`src/edf_pkg.sv`:
```
// Shared types and constants for the EDF periodic task scheduler.
package edf_pkg;

  localparam int unsigned DATA_W  = 16;
  localparam int unsigned SLACK_W = 18;
  localparam int unsigned SLOT_W  = 3;
  localparam int unsigned CNT_W   = 4;
  localparam int unsigned ROW_W   = 2 * DATA_W + SLACK_W;
  localparam int unsigned TAB_W   = 3 * DATA_W;

  localparam logic OP_LOAD = 1'b0;
  localparam logic OP_TICK = 1'b1;

  localparam logic signed [SLACK_W-1:0] SLACK_MIN = 18'sh20000;

  typedef enum logic [1:0] {
    ST_IDLE,
    ST_SCAN,
    ST_FINISH
  } edf_state_e;

  typedef struct packed {
    logic load;
    logic start;
    logic rd_en;
    logic proc;
    logic commit;
  } edf_cmd_t;

  typedef struct packed {
    logic more;
  } edf_sts_t;

endpackage

```
`src/edf_req_if.sv`:
```
// Request channel carrying load and tick items into the scheduler.
interface edf_req_if;
  logic        valid;
  logic        ready;
  logic        op;
  logic [2:0]  task_slot;
  logic [15:0] exec_time;
  logic [15:0] period_ticks;
  logic [15:0] rel_deadline;

  modport source (output valid, op, task_slot, exec_time, period_ticks, rel_deadline,
                  input ready);
  modport sink (input valid, op, task_slot, exec_time, period_ticks, rel_deadline,
                output ready);
endinterface

```
`src/edf_rsp_if.sv`:
```
// Result channel carrying the per-tick scheduling decision.
interface edf_rsp_if;
  logic       valid;
  logic       ready;
  logic       cpu_busy;
  logic [2:0] running_slot;

  modport source (output valid, cpu_busy, running_slot, input ready);
  modport sink (input valid, cpu_busy, running_slot, output ready);
endinterface

```
`src/edf_ctrl.sv`:
```
// Controller state machine sequencing loads, slot scans and result hand-off.
module edf_ctrl
  import edf_pkg::*;
(
  input  logic     clk_i,
  input  logic     rst_ni,
  input  logic     in_valid_i,
  input  logic     in_op_i,
  output logic     in_ready_o,
  output logic     out_valid_o,
  input  logic     out_ready_i,
  output edf_cmd_t cmd_o,
  input  edf_sts_t sts_i
);

  edf_state_e state_q, state_d;
  logic       pv_q, pv_d;
  logic       out_valid_q, out_valid_d;

  always_ff @(posedge clk_i or negedge rst_ni) begin
    if (!rst_ni) begin
      state_q     <= ST_IDLE;
      pv_q        <= 1'b0;
      out_valid_q <= 1'b0;
    end else begin
      state_q     <= state_d;
      pv_q        <= pv_d;
      out_valid_q <= out_valid_d;
    end
  end

  always_comb begin
    state_d    = state_q;
    pv_d       = 1'b0;
    in_ready_o = 1'b0;
    cmd_o      = '0;
    unique case (state_q)
      ST_IDLE: begin
        in_ready_o = 1'b1;
        if (in_valid_i) begin
          if (in_op_i == OP_LOAD) begin
            cmd_o.load = 1'b1;
          end else begin
            cmd_o.start = 1'b1;
            state_d     = ST_SCAN;
          end
        end
      end
      ST_SCAN: begin
        cmd_o.rd_en = sts_i.more;
        cmd_o.proc  = pv_q;
        pv_d        = sts_i.more;
        if (!sts_i.more && !pv_q) begin
          state_d = ST_FINISH;
        end
      end
      ST_FINISH: begin
        if (!out_valid_q || out_ready_i) begin
          cmd_o.commit = 1'b1;
          state_d      = ST_IDLE;
        end
      end
      default: begin
        state_d = ST_IDLE;
      end
    endcase
  end

  always_comb begin
    if (cmd_o.commit) begin
      out_valid_d = 1'b1;
    end else if (out_ready_i) begin
      out_valid_d = 1'b0;
    end else begin
      out_valid_d = out_valid_q;
    end
  end

  assign out_valid_o = out_valid_q;

endmodule

```
`src/edf_dp.sv`:
```
// Datapath: task tables, per-slot state memories, slot counter and min-slack tracker.
module edf_dp
  import edf_pkg::*;
#(
  parameter int unsigned MAX_SLOTS = 8
) (
  input  logic               clk_i,
  input  logic               rst_ni,
  input  edf_cmd_t           cmd_i,
  output edf_sts_t           sts_o,
  input  logic               cfg_we_i,
  input  logic [CNT_W-1:0]   cfg_wdata_i,
  input  logic [SLOT_W-1:0]  task_slot_i,
  input  logic [DATA_W-1:0]  exec_time_i,
  input  logic [DATA_W-1:0]  period_ticks_i,
  input  logic [DATA_W-1:0]  rel_deadline_i,
  output logic               cpu_busy_o,
  output logic [SLOT_W-1:0]  running_slot_o
);

  localparam int unsigned SW = (MAX_SLOTS > 1) ? $clog2(MAX_SLOTS) : 1;
  localparam int unsigned CW = $clog2(MAX_SLOTS + 1);
  localparam int unsigned NW = (CW > CNT_W) ? CW : CNT_W;
  localparam int unsigned XW = SW + SLOT_W;
  localparam logic [NW-1:0] SLOTS_N = NW'(MAX_SLOTS);
  localparam logic [XW-1:0] SLOTS_X = XW'(MAX_SLOTS);

  logic [CNT_W-1:0] task_count_q;
  logic [NW-1:0]    n_act;
  logic [NW-1:0]    cnt_q;
  logic [SW-1:0]    rd_addr;
  logic [SW-1:0]    proc_idx_q;

  logic [TAB_W-1:0] tab_mem [MAX_SLOTS];
  logic [ROW_W-1:0] row_mem [MAX_SLOTS];
  logic [MAX_SLOTS-1:0] row_vld_q;
  logic [TAB_W-1:0] tab_rd_q;
  logic [ROW_W-1:0] row_rd_q;
  logic             vld_rd_q;

  logic [XW-1:0]    slot_ext;
  logic [SW-1:0]    load_addr;
  logic             load_ok;
  logic [DATA_W-1:0] period_n;

  logic             row_we;
  logic [SW-1:0]    row_waddr;
  logic [ROW_W-1:0] row_wdata;

  logic [ROW_W-1:0] row_cur;
  logic [DATA_W-1:0] work_c, phase_c, exec_c, period_c, deadline_c;
  logic signed [SLACK_W-1:0] slack_c;
  logic              released;
  logic [DATA_W-1:0] work_r, phase_r, phase_a;
  logic signed [SLACK_W-1:0] slack_r, slack_a;
  logic              take;

  logic              found_q;
  logic [SW-1:0]     best_idx_q;
  logic signed [SLACK_W-1:0] best_slack_q;
  logic [ROW_W-1:0]  best_row_q;
  logic [XW-1:0]     best_ext;
  logic              busy_q;
  logic [SLOT_W-1:0] slot_q;

  // Active slot count, saturated to the number of slots built.
  assign n_act = (NW'(task_count_q) > SLOTS_N) ? SLOTS_N : NW'(task_count_q);
  assign sts_o.more = (cnt_q < n_act);
  assign rd_addr = cnt_q[SW-1:0];

  assign slot_ext  = XW'(task_slot_i);
  assign load_addr = slot_ext[SW-1:0];
  assign load_ok   = (slot_ext < SLOTS_X);
  assign period_n  = (period_ticks_i == '0) ? DATA_W'(1) : period_ticks_i;

  // Row layout: {work, slack, phase}. Rows never written read as zero.
  assign row_cur    = vld_rd_q ? row_rd_q : '0;
  assign work_c     = row_cur[ROW_W-1 -: DATA_W];
  assign slack_c    = $signed(row_cur[DATA_W +: SLACK_W]);
  assign phase_c    = row_cur[DATA_W-1:0];
  assign exec_c     = tab_rd_q[TAB_W-1 -: DATA_W];
  assign period_c   = tab_rd_q[DATA_W +: DATA_W];
  assign deadline_c = tab_rd_q[DATA_W-1:0];

  always_comb begin
    released = (phase_c == '0);
    work_r   = released ? exec_c : work_c;
    slack_r  = released ? $signed({{(SLACK_W - DATA_W){1'b0}}, deadline_c}) : slack_c;
    phase_r  = released ? ((period_c == '0) ? DATA_W'(1) : period_c) : phase_c;
    slack_a  = (slack_r > SLACK_MIN) ? (slack_r - 18'sd1) : slack_r;
    phase_a  = phase_r - DATA_W'(1);
    take     = cmd_i.proc && (work_r != '0) && (!found_q || (slack_r < best_slack_q));
  end

  // Single write port into the state rows: load, scan write-back or commit.
  always_comb begin
    row_we    = 1'b0;
    row_waddr = proc_idx_q;
    row_wdata = {work_r, slack_a, phase_a};
    if (cmd_i.load) begin
      row_we    = load_ok;
      row_waddr = load_addr;
      row_wdata = '0;
    end else if (cmd_i.proc) begin
      row_we = 1'b1;
    end else if (cmd_i.commit) begin
      row_we    = found_q;
      row_waddr = best_idx_q;
      row_wdata = best_row_q;
    end
  end

  always_ff @(posedge clk_i) begin
    if (cmd_i.load && load_ok) begin
      tab_mem[load_addr] <= {exec_time_i, period_n, rel_deadline_i};
    end
    if (row_we) begin
      row_mem[row_waddr] <= row_wdata;
    end
    if (cmd_i.rd_en) begin
      tab_rd_q   <= tab_mem[rd_addr];
      row_rd_q   <= row_mem[rd_addr];
      proc_idx_q <= rd_addr;
    end
  end

  always_ff @(posedge clk_i or negedge rst_ni) begin
    if (!rst_ni) begin
      task_count_q <= '0;
      row_vld_q    <= '0;
      vld_rd_q     <= 1'b0;
      cnt_q        <= '0;
      found_q      <= 1'b0;
      busy_q       <= 1'b0;
      slot_q       <= '0;
    end else begin
      if (cfg_we_i) begin
        task_count_q <= cfg_wdata_i;
      end
      if (row_we) begin
        row_vld_q[row_waddr] <= 1'b1;
      end
      if (cmd_i.rd_en) begin
        vld_rd_q <= row_vld_q[rd_addr];
      end
      if (cmd_i.start) begin
        cnt_q <= '0;
      end else if (cmd_i.rd_en) begin
        cnt_q <= cnt_q + NW'(1);
      end
      if (cmd_i.start) begin
        found_q <= 1'b0;
      end else if (take) begin
        found_q <= 1'b1;
      end
      if (cmd_i.commit) begin
        busy_q <= found_q;
        slot_q <= found_q ? best_ext[SLOT_W-1:0] : '0;
      end
    end
  end

  // The winner's row is kept already aged and with its work decremented.
  always_ff @(posedge clk_i) begin
    if (take) begin
      best_idx_q   <= proc_idx_q;
      best_slack_q <= slack_r;
      best_row_q   <= {work_r - DATA_W'(1), slack_a, phase_a};
    end
  end

  assign best_ext       = XW'(best_idx_q);
  assign cpu_busy_o     = busy_q;
  assign running_slot_o = slot_q;

endmodule

```
`src/edf_periodic_task_scheduler_top.sv`:
```
// Top level of the earliest-deadline-first periodic task scheduler.
// This block schedules up to MAX_SLOTS periodic tasks by earliest deadline first.
// A load request (op 0) writes one slot's execution time, period and relative
// deadline, clears its remaining work and slack and restarts its phase so that
// it releases on the next tick; a load gives no result.
// A load to a slot at or above MAX_SLOTS is dropped, and a period of zero is
// stored as one. A tick request (op 1) releases every active slot whose phase
// has run out, runs the ready slot with the least slack (lowest slot on a tie),
// ages all active slots by one tick and returns one result: cpu_busy and the
// running slot, or idle with slot 0. The user must write the task_count register
// through cfg_we_i/cfg_wdata_i only while the block is idle; the block does not
// enforce this. task_count selects how many slots take part; values above
// MAX_SLOTS act as MAX_SLOTS. A tick walks the active slots one per cycle through
// a state memory with one write port and a registered read. The result sits in
// an output register; a new request is taken while it waits, and a following
// tick only holds in its final step until the earlier result has been taken.
// Slots never loaded must not be activated; their table contents are undefined.
module edf_periodic_task_scheduler_top
  import edf_pkg::*;
#(
  parameter int unsigned MAX_SLOTS = 8
) (
  input  logic             clk_i,
  input  logic             rst_ni,
  edf_req_if.sink          req_i,
  edf_rsp_if.source        rsp_o,
  input  logic             cfg_we_i,
  input  logic [CNT_W-1:0] cfg_wdata_i
);

  edf_cmd_t cmd;
  edf_sts_t sts;

  // The controller owns the handshakes and the step sequence of a tick.
  edf_ctrl u_ctrl (
    .clk_i       (clk_i),
    .rst_ni      (rst_ni),
    .in_valid_i  (req_i.valid),
    .in_op_i     (req_i.op),
    .in_ready_o  (req_i.ready),
    .out_valid_o (rsp_o.valid),
    .out_ready_i (rsp_o.ready),
    .cmd_o       (cmd),
    .sts_i       (sts)
  );

  // The datapath holds the tables, the per-slot state and the selection logic.
  edf_dp #(
    .MAX_SLOTS (MAX_SLOTS)
  ) u_dp (
    .clk_i          (clk_i),
    .rst_ni         (rst_ni),
    .cmd_i          (cmd),
    .sts_o          (sts),
    .cfg_we_i       (cfg_we_i),
    .cfg_wdata_i    (cfg_wdata_i),
    .task_slot_i    (req_i.task_slot),
    .exec_time_i    (req_i.exec_time),
    .period_ticks_i (req_i.period_ticks),
    .rel_deadline_i (req_i.rel_deadline),
    .cpu_busy_o     (rsp_o.cpu_busy),
    .running_slot_o (rsp_o.running_slot)
  );

  // A tick request occupies the block: it cannot accept again on the next cycle.
  assert property (@(posedge clk_i) disable iff (!rst_ni)
    (req_i.valid && req_i.ready && req_i.op == OP_TICK) |=> !req_i.ready)
    else $error("request accepted while a tick scan was in progress");

  // A load request never produces a result.
  assert property (@(posedge clk_i) disable iff (!rst_ni)
    (req_i.valid && req_i.ready && req_i.op == OP_LOAD && !rsp_o.valid) |=> !rsp_o.valid)
    else $error("result appeared after a load request");

  // An idle tick always reports slot zero.
  assert property (@(posedge clk_i) disable iff (!rst_ni)
    (rsp_o.valid && !rsp_o.cpu_busy) |-> (rsp_o.running_slot == '0))
    else $error("idle result carries a nonzero slot");

endmodule

```
`src/flat_wrapper.sv`:
```
// flat-port wrapper written by rule: the top's interface ports become plain ports
module edf_periodic_task_scheduler_top_flat import edf_pkg::*;
#(
  parameter int unsigned MAX_SLOTS = 8
)
  (clk_i, rst_ni, cfg_we_i, cfg_wdata_i, req_i_valid, req_i_op, req_i_task_slot, req_i_exec_time, req_i_period_ticks, req_i_rel_deadline, req_i_ready, rsp_o_valid, rsp_o_cpu_busy, rsp_o_running_slot, rsp_o_ready);
  edf_req_if req_i_i ();
  edf_rsp_if rsp_o_i ();
  input  logic clk_i;
  input  logic rst_ni;
  input  logic cfg_we_i;
  input  logic [CNT_W-1:0] cfg_wdata_i;
  input wire logic [$bits(req_i_i.valid)-1:0] req_i_valid;
  input wire logic [$bits(req_i_i.op)-1:0] req_i_op;
  input wire logic [$bits(req_i_i.task_slot)-1:0] req_i_task_slot;
  input wire logic [$bits(req_i_i.exec_time)-1:0] req_i_exec_time;
  input wire logic [$bits(req_i_i.period_ticks)-1:0] req_i_period_ticks;
  input wire logic [$bits(req_i_i.rel_deadline)-1:0] req_i_rel_deadline;
  output wire logic [$bits(req_i_i.ready)-1:0] req_i_ready;
  output wire logic [$bits(rsp_o_i.valid)-1:0] rsp_o_valid;
  output wire logic [$bits(rsp_o_i.cpu_busy)-1:0] rsp_o_cpu_busy;
  output wire logic [$bits(rsp_o_i.running_slot)-1:0] rsp_o_running_slot;
  input wire logic [$bits(rsp_o_i.ready)-1:0] rsp_o_ready;
  assign req_i_i.valid = req_i_valid;
  assign req_i_i.op = req_i_op;
  assign req_i_i.task_slot = req_i_task_slot;
  assign req_i_i.exec_time = req_i_exec_time;
  assign req_i_i.period_ticks = req_i_period_ticks;
  assign req_i_i.rel_deadline = req_i_rel_deadline;
  assign req_i_ready = req_i_i.ready;
  assign rsp_o_valid = rsp_o_i.valid;
  assign rsp_o_cpu_busy = rsp_o_i.cpu_busy;
  assign rsp_o_running_slot = rsp_o_i.running_slot;
  assign rsp_o_i.ready = rsp_o_ready;
  edf_periodic_task_scheduler_top #(.MAX_SLOTS(MAX_SLOTS)) u_core (.clk_i(clk_i), .rst_ni(rst_ni), .req_i(req_i_i), .rsp_o(rsp_o_i), .cfg_we_i(cfg_we_i), .cfg_wdata_i(cfg_wdata_i));
endmodule
```
`config.mk`:
```
export PLATFORM = sky130hd
export DESIGN_NAME = edf_periodic_task_scheduler_top_flat
export DESIGN_NICKNAME = d
export VERILOG_FILES = /design/src/edf_pkg.sv /design/src/edf_req_if.sv /design/src/edf_rsp_if.sv /design/src/edf_ctrl.sv /design/src/edf_dp.sv /design/src/edf_periodic_task_scheduler_top.sv /design/src/flat_wrapper.sv
export SDC_FILE = /design/constraint.sdc
export NUM_CORES = 1
export LEC_CHECK = 0
export BUFFER_PORTS_ARGS = -buffer_cell sky130_fd_sc_hd__buf_4
export CAP_MARGIN = 10
export CORE_MARGIN = 2
export CORE_UTILIZATION = 40
export DETAILED_ROUTE_END_ITERATION = 6
export GPL_ROUTABILITY_DRIVEN = 0
export PLACE_DENSITY = 0.61
export SLEW_MARGIN = 20
export SYNTH_ARGS = -nofsm -noshare
export SYNTH_HDL_FRONTEND = slang
export SYNTH_SLANG_ARGS = --single-unit
```
`constraint.sdc`:
```
create_clock -name clk_i -period 10.6 [get_ports clk_i]
set_input_delay 1.59 -clock clk_i [delete_from_list [all_inputs] [get_ports clk_i]]
set_output_delay 1.59 -clock clk_i [all_outputs]
set_load 0.01 [all_outputs]
```
==> reports/qor.txt <==
Status -> complete, no violations
Worst slew pin tran -> 1.05 ns
Drt initial violations -> 1581
Die Wd -> 317 um
Worst hold margin -> 0.453 ns
Worst vdd rail ir drop -> 0.000140 V
Finished Core Util -> 46.0%
Max Cap Violations -> 0
Cell with the most instances after synthesis -> edfxtp_1
Root Buffer Master -> clkbuf_16
Rel. slew slack -> 29.8%
All-Layer GR Usage -> 17.2%
Top cells by count, synth -> edfxtp_1, mux4_2, mux2_2
Starting Density -> 40.5%
Fraction of layout cells with a size suffix above 1 -> 27.6%
Vias per cell -> 5.53
Vias -> 19112
Pre-CTS setup slack -> 4.86 ns
RR Startpoint -> u_core.u_dp.row_rd_q[7]
Length in cells of the worst reg-to-reg path -> 13
# rows -> 114
Synth Instances -> 2005
Nets -> 2184
Synthesis Warnings -> 0
Worst Hold Depth -> 0
Die area -> 0.101 mm2
Synth top area cells -> edfxtp_1, mux4_2, mux2_2
Setup_tns -> 0 ns
Ys flop type -> edfxtp_1
Reg area -> 0.0294 mm2
WP data arrival -> 6.06 ns
Fin. max-slew vios -> 0
Pre-Repair DR Iteration Count -> 5
Final setup margin -> 4.87 ns
Pin count of the biggest net entering global routing -> 77
Initial antenna violation count -> 5
Post-synth EDFFs -> 956
Num CTS Buffers -> 94
Crit share post-route -> 54.1%
Multi-input logic area -> 0.00949 mm2
Drc violations -> 0
I/O pin count -> 67
Post-synth cell types -> 72
Clk slew on worst S/H paths -> 0.06 ns
Post-DP HPWL -> 48500 um
Setup Skew -> 0.0317 ns
Number of global-route vias before repair -> 19961
Clock sink count -> 982
Crit path from -> u_core.u_dp.row_rd_q[7]
Largest area contributor in the netlist -> edfxtp_1
FF+latch count, synth -> 982
Port Buffer Count -> 66
Cell Area, Synth -> 0.0393 mm2
FFs w/ async S/R, synth -> 2.65%
Syn_area_per_cell -> 19.6 um2
Leakage -> 14.2 nW
Clock Tree Buf Depth -> 3
Sequential fraction of the synthesis area -> 74.8%
Area delta synth->final -> 13.6%
Worst-skew pair later-pin latency -> 0.67 ns
Post-CTS resize count -> 0
CP required -> 10.93 ns
Yosys top cell area share -> 73.1%
First-pass GRT wire length -> 128000 um
Min Tclk post-route -> 5.73 ns
Overflow left after global routing -> 0
Hold_sp -> u_core.u_dp.proc_idx_q[1]
Setup crit start kind -> flop
Endpoint class of the critical path -> flop
Core ar. -> 0.0970 mm2
Final Routed Wirelength -> 85200 um
RSZ-0062 raised after global routing -> false
Number of post-CTS setup repair buffers -> 0
Fin. Hold Viols -> 0
Worst hold path type -> reg -> reg
Crit path kind -> reg -> reg
Hold buffers post-CTS -> 0
CP max FO -> 55
Setup violators final -> 0
Final antenna-violating net count -> 0
Fillers -> 8068
Synthesized Nets -> 2088
CTS tree -> done
H-Tree Depth -> 3
Wire per inst -> 24.6 um
Fmax -> 175 MHz
Die Height -> 317 um
Cell Pwr Density -> 273 mW/mm2
[layout by cell type (no fill, tap or decap), types with 22 or more instances in the layout]
cell type  count
ha_1          22
mux2i_1       39
buf_4        102
mux2_2       105
inv_1         39
dfrtp_1       23
xnor2_1       33
mux4_2       198
a21oi_1       25
nand2_1       81
edfxtp_1     956
nor2_1        80
nor3_1        36
clkbuf_16     96
o21ai_0       28
[worst paths after layout]
kind | endpoint | slack, ns
max | u_core.u_dp.best_row_q[35] | 4.87
min | u_core.u_dp.best_idx_q[1] | 0.45
max reg2reg | u_core.u_dp.best_row_q[35] | 4.87
min reg2reg | u_core.u_dp.best_idx_q[1] | 0.45
max in group asynchronous | u_core.u_dp.cnt_q[1] | 9.40
min in group asynchronous | u_core.u_dp.task_count_q[0] | 0.86
[cell families after synthesis]
logic type | after synthesis | synth area share, %
XOR/XNOR | 49 | 1.09
multiplexers | 343 | 15.4
AND/OR/NAND/NOR | 312 | 3.85
adder cells (fa/ha/maj) | 22 | 0.701
flip-flops | 982 | 74.8
buffers and inverters | 143 | 1.46
AO/OA/AOI/OAI | 154 | 2.75
[power breakdown]
part / internal [mW] / switching [mW] / leakage [nW]
Clock: 2.06 / 1.40 / 1.57
Combinational: 1.23 / 1.76 / 3.62
Sequential: 5.31 / 0.402 / 8.98
[layout make-up]
type	instances	area share, %
clock buffer	116	5.67
antenna	1	0.00561
tap	1276	3.58
inverter	39	0.328
timing repair buffer	104	1.79
multi-input combinational	880	21.3
sequential	982	65.8
clock inverter	60	1.54
[metrics by stage]
stage	instance area, um2	power [mW]	cells
2_1_floorplan	39300	7.79	2005
3_3_place_gp	41400	8.69	3280
3_5_place_dp	41400	8.79	3280
4_1_cts	44600	12.3	3456
5_1_grt	44600	12.7	3457
6_report	44600	12.2	3458
[worst max-delay path: stages, from the launching register on]
cell and delay (ns):
edfxtp_1 0.42, or3_1 0.40, or4_4 0.47, o21ai_4 0.43
buf_4 0.71, mux2i_1 0.50, inv_1 0.23, ha_1 0.35
nand4_1 0.11, nor3_1 0.34, a311oi_1 0.21, a32oi_1 0.24
o211a_4 0.56, buf_12 0.32
[state kept, by name (all words and copies together) (netlist names)]
signal	cells
u_core.u_dp.tab_mem	384
u_core.u_dp.running_slot_o	3
u_core.u_ctrl.pv_q	1
u_core.u_dp.row_mem	400
u_core.u_dp.found_q	1
u_core.u_ctrl.state_q	2
u_core.u_dp.row_rd_q	50
u_core.u_dp.cpu_busy_o	1
u_core.u_dp.cnt_q	4
u_core.u_dp.tab_rd_q	48
u_core.u_dp.proc_idx_q	3
u_core.u_dp.best_idx_q	3
u_core.u_dp.row_vld_q	8
u_core.u_dp.best_slack_q	18
u_core.u_dp.task_count_q	4
u_core.u_dp.vld_rd_q	1
u_core.u_dp.best_row_q	50
u_core.u_ctrl.out_valid_o	1
[layer usage]
| metal | wire [um] | GRT usage (%) | up-vias |
|---|---|---|---|
| li1 | - | - | 8312 |
| met5 | 41 | 0 | - |
| met1 | 37300 | 24.2 | 10084 |
| met2 | 41000 | 28.0 | 586 |
| met4 | 1760 | 4.65 | 6 |
| met3 | 5060 | 2.99 | 124 |
Power figures use the tool's default switching activity.
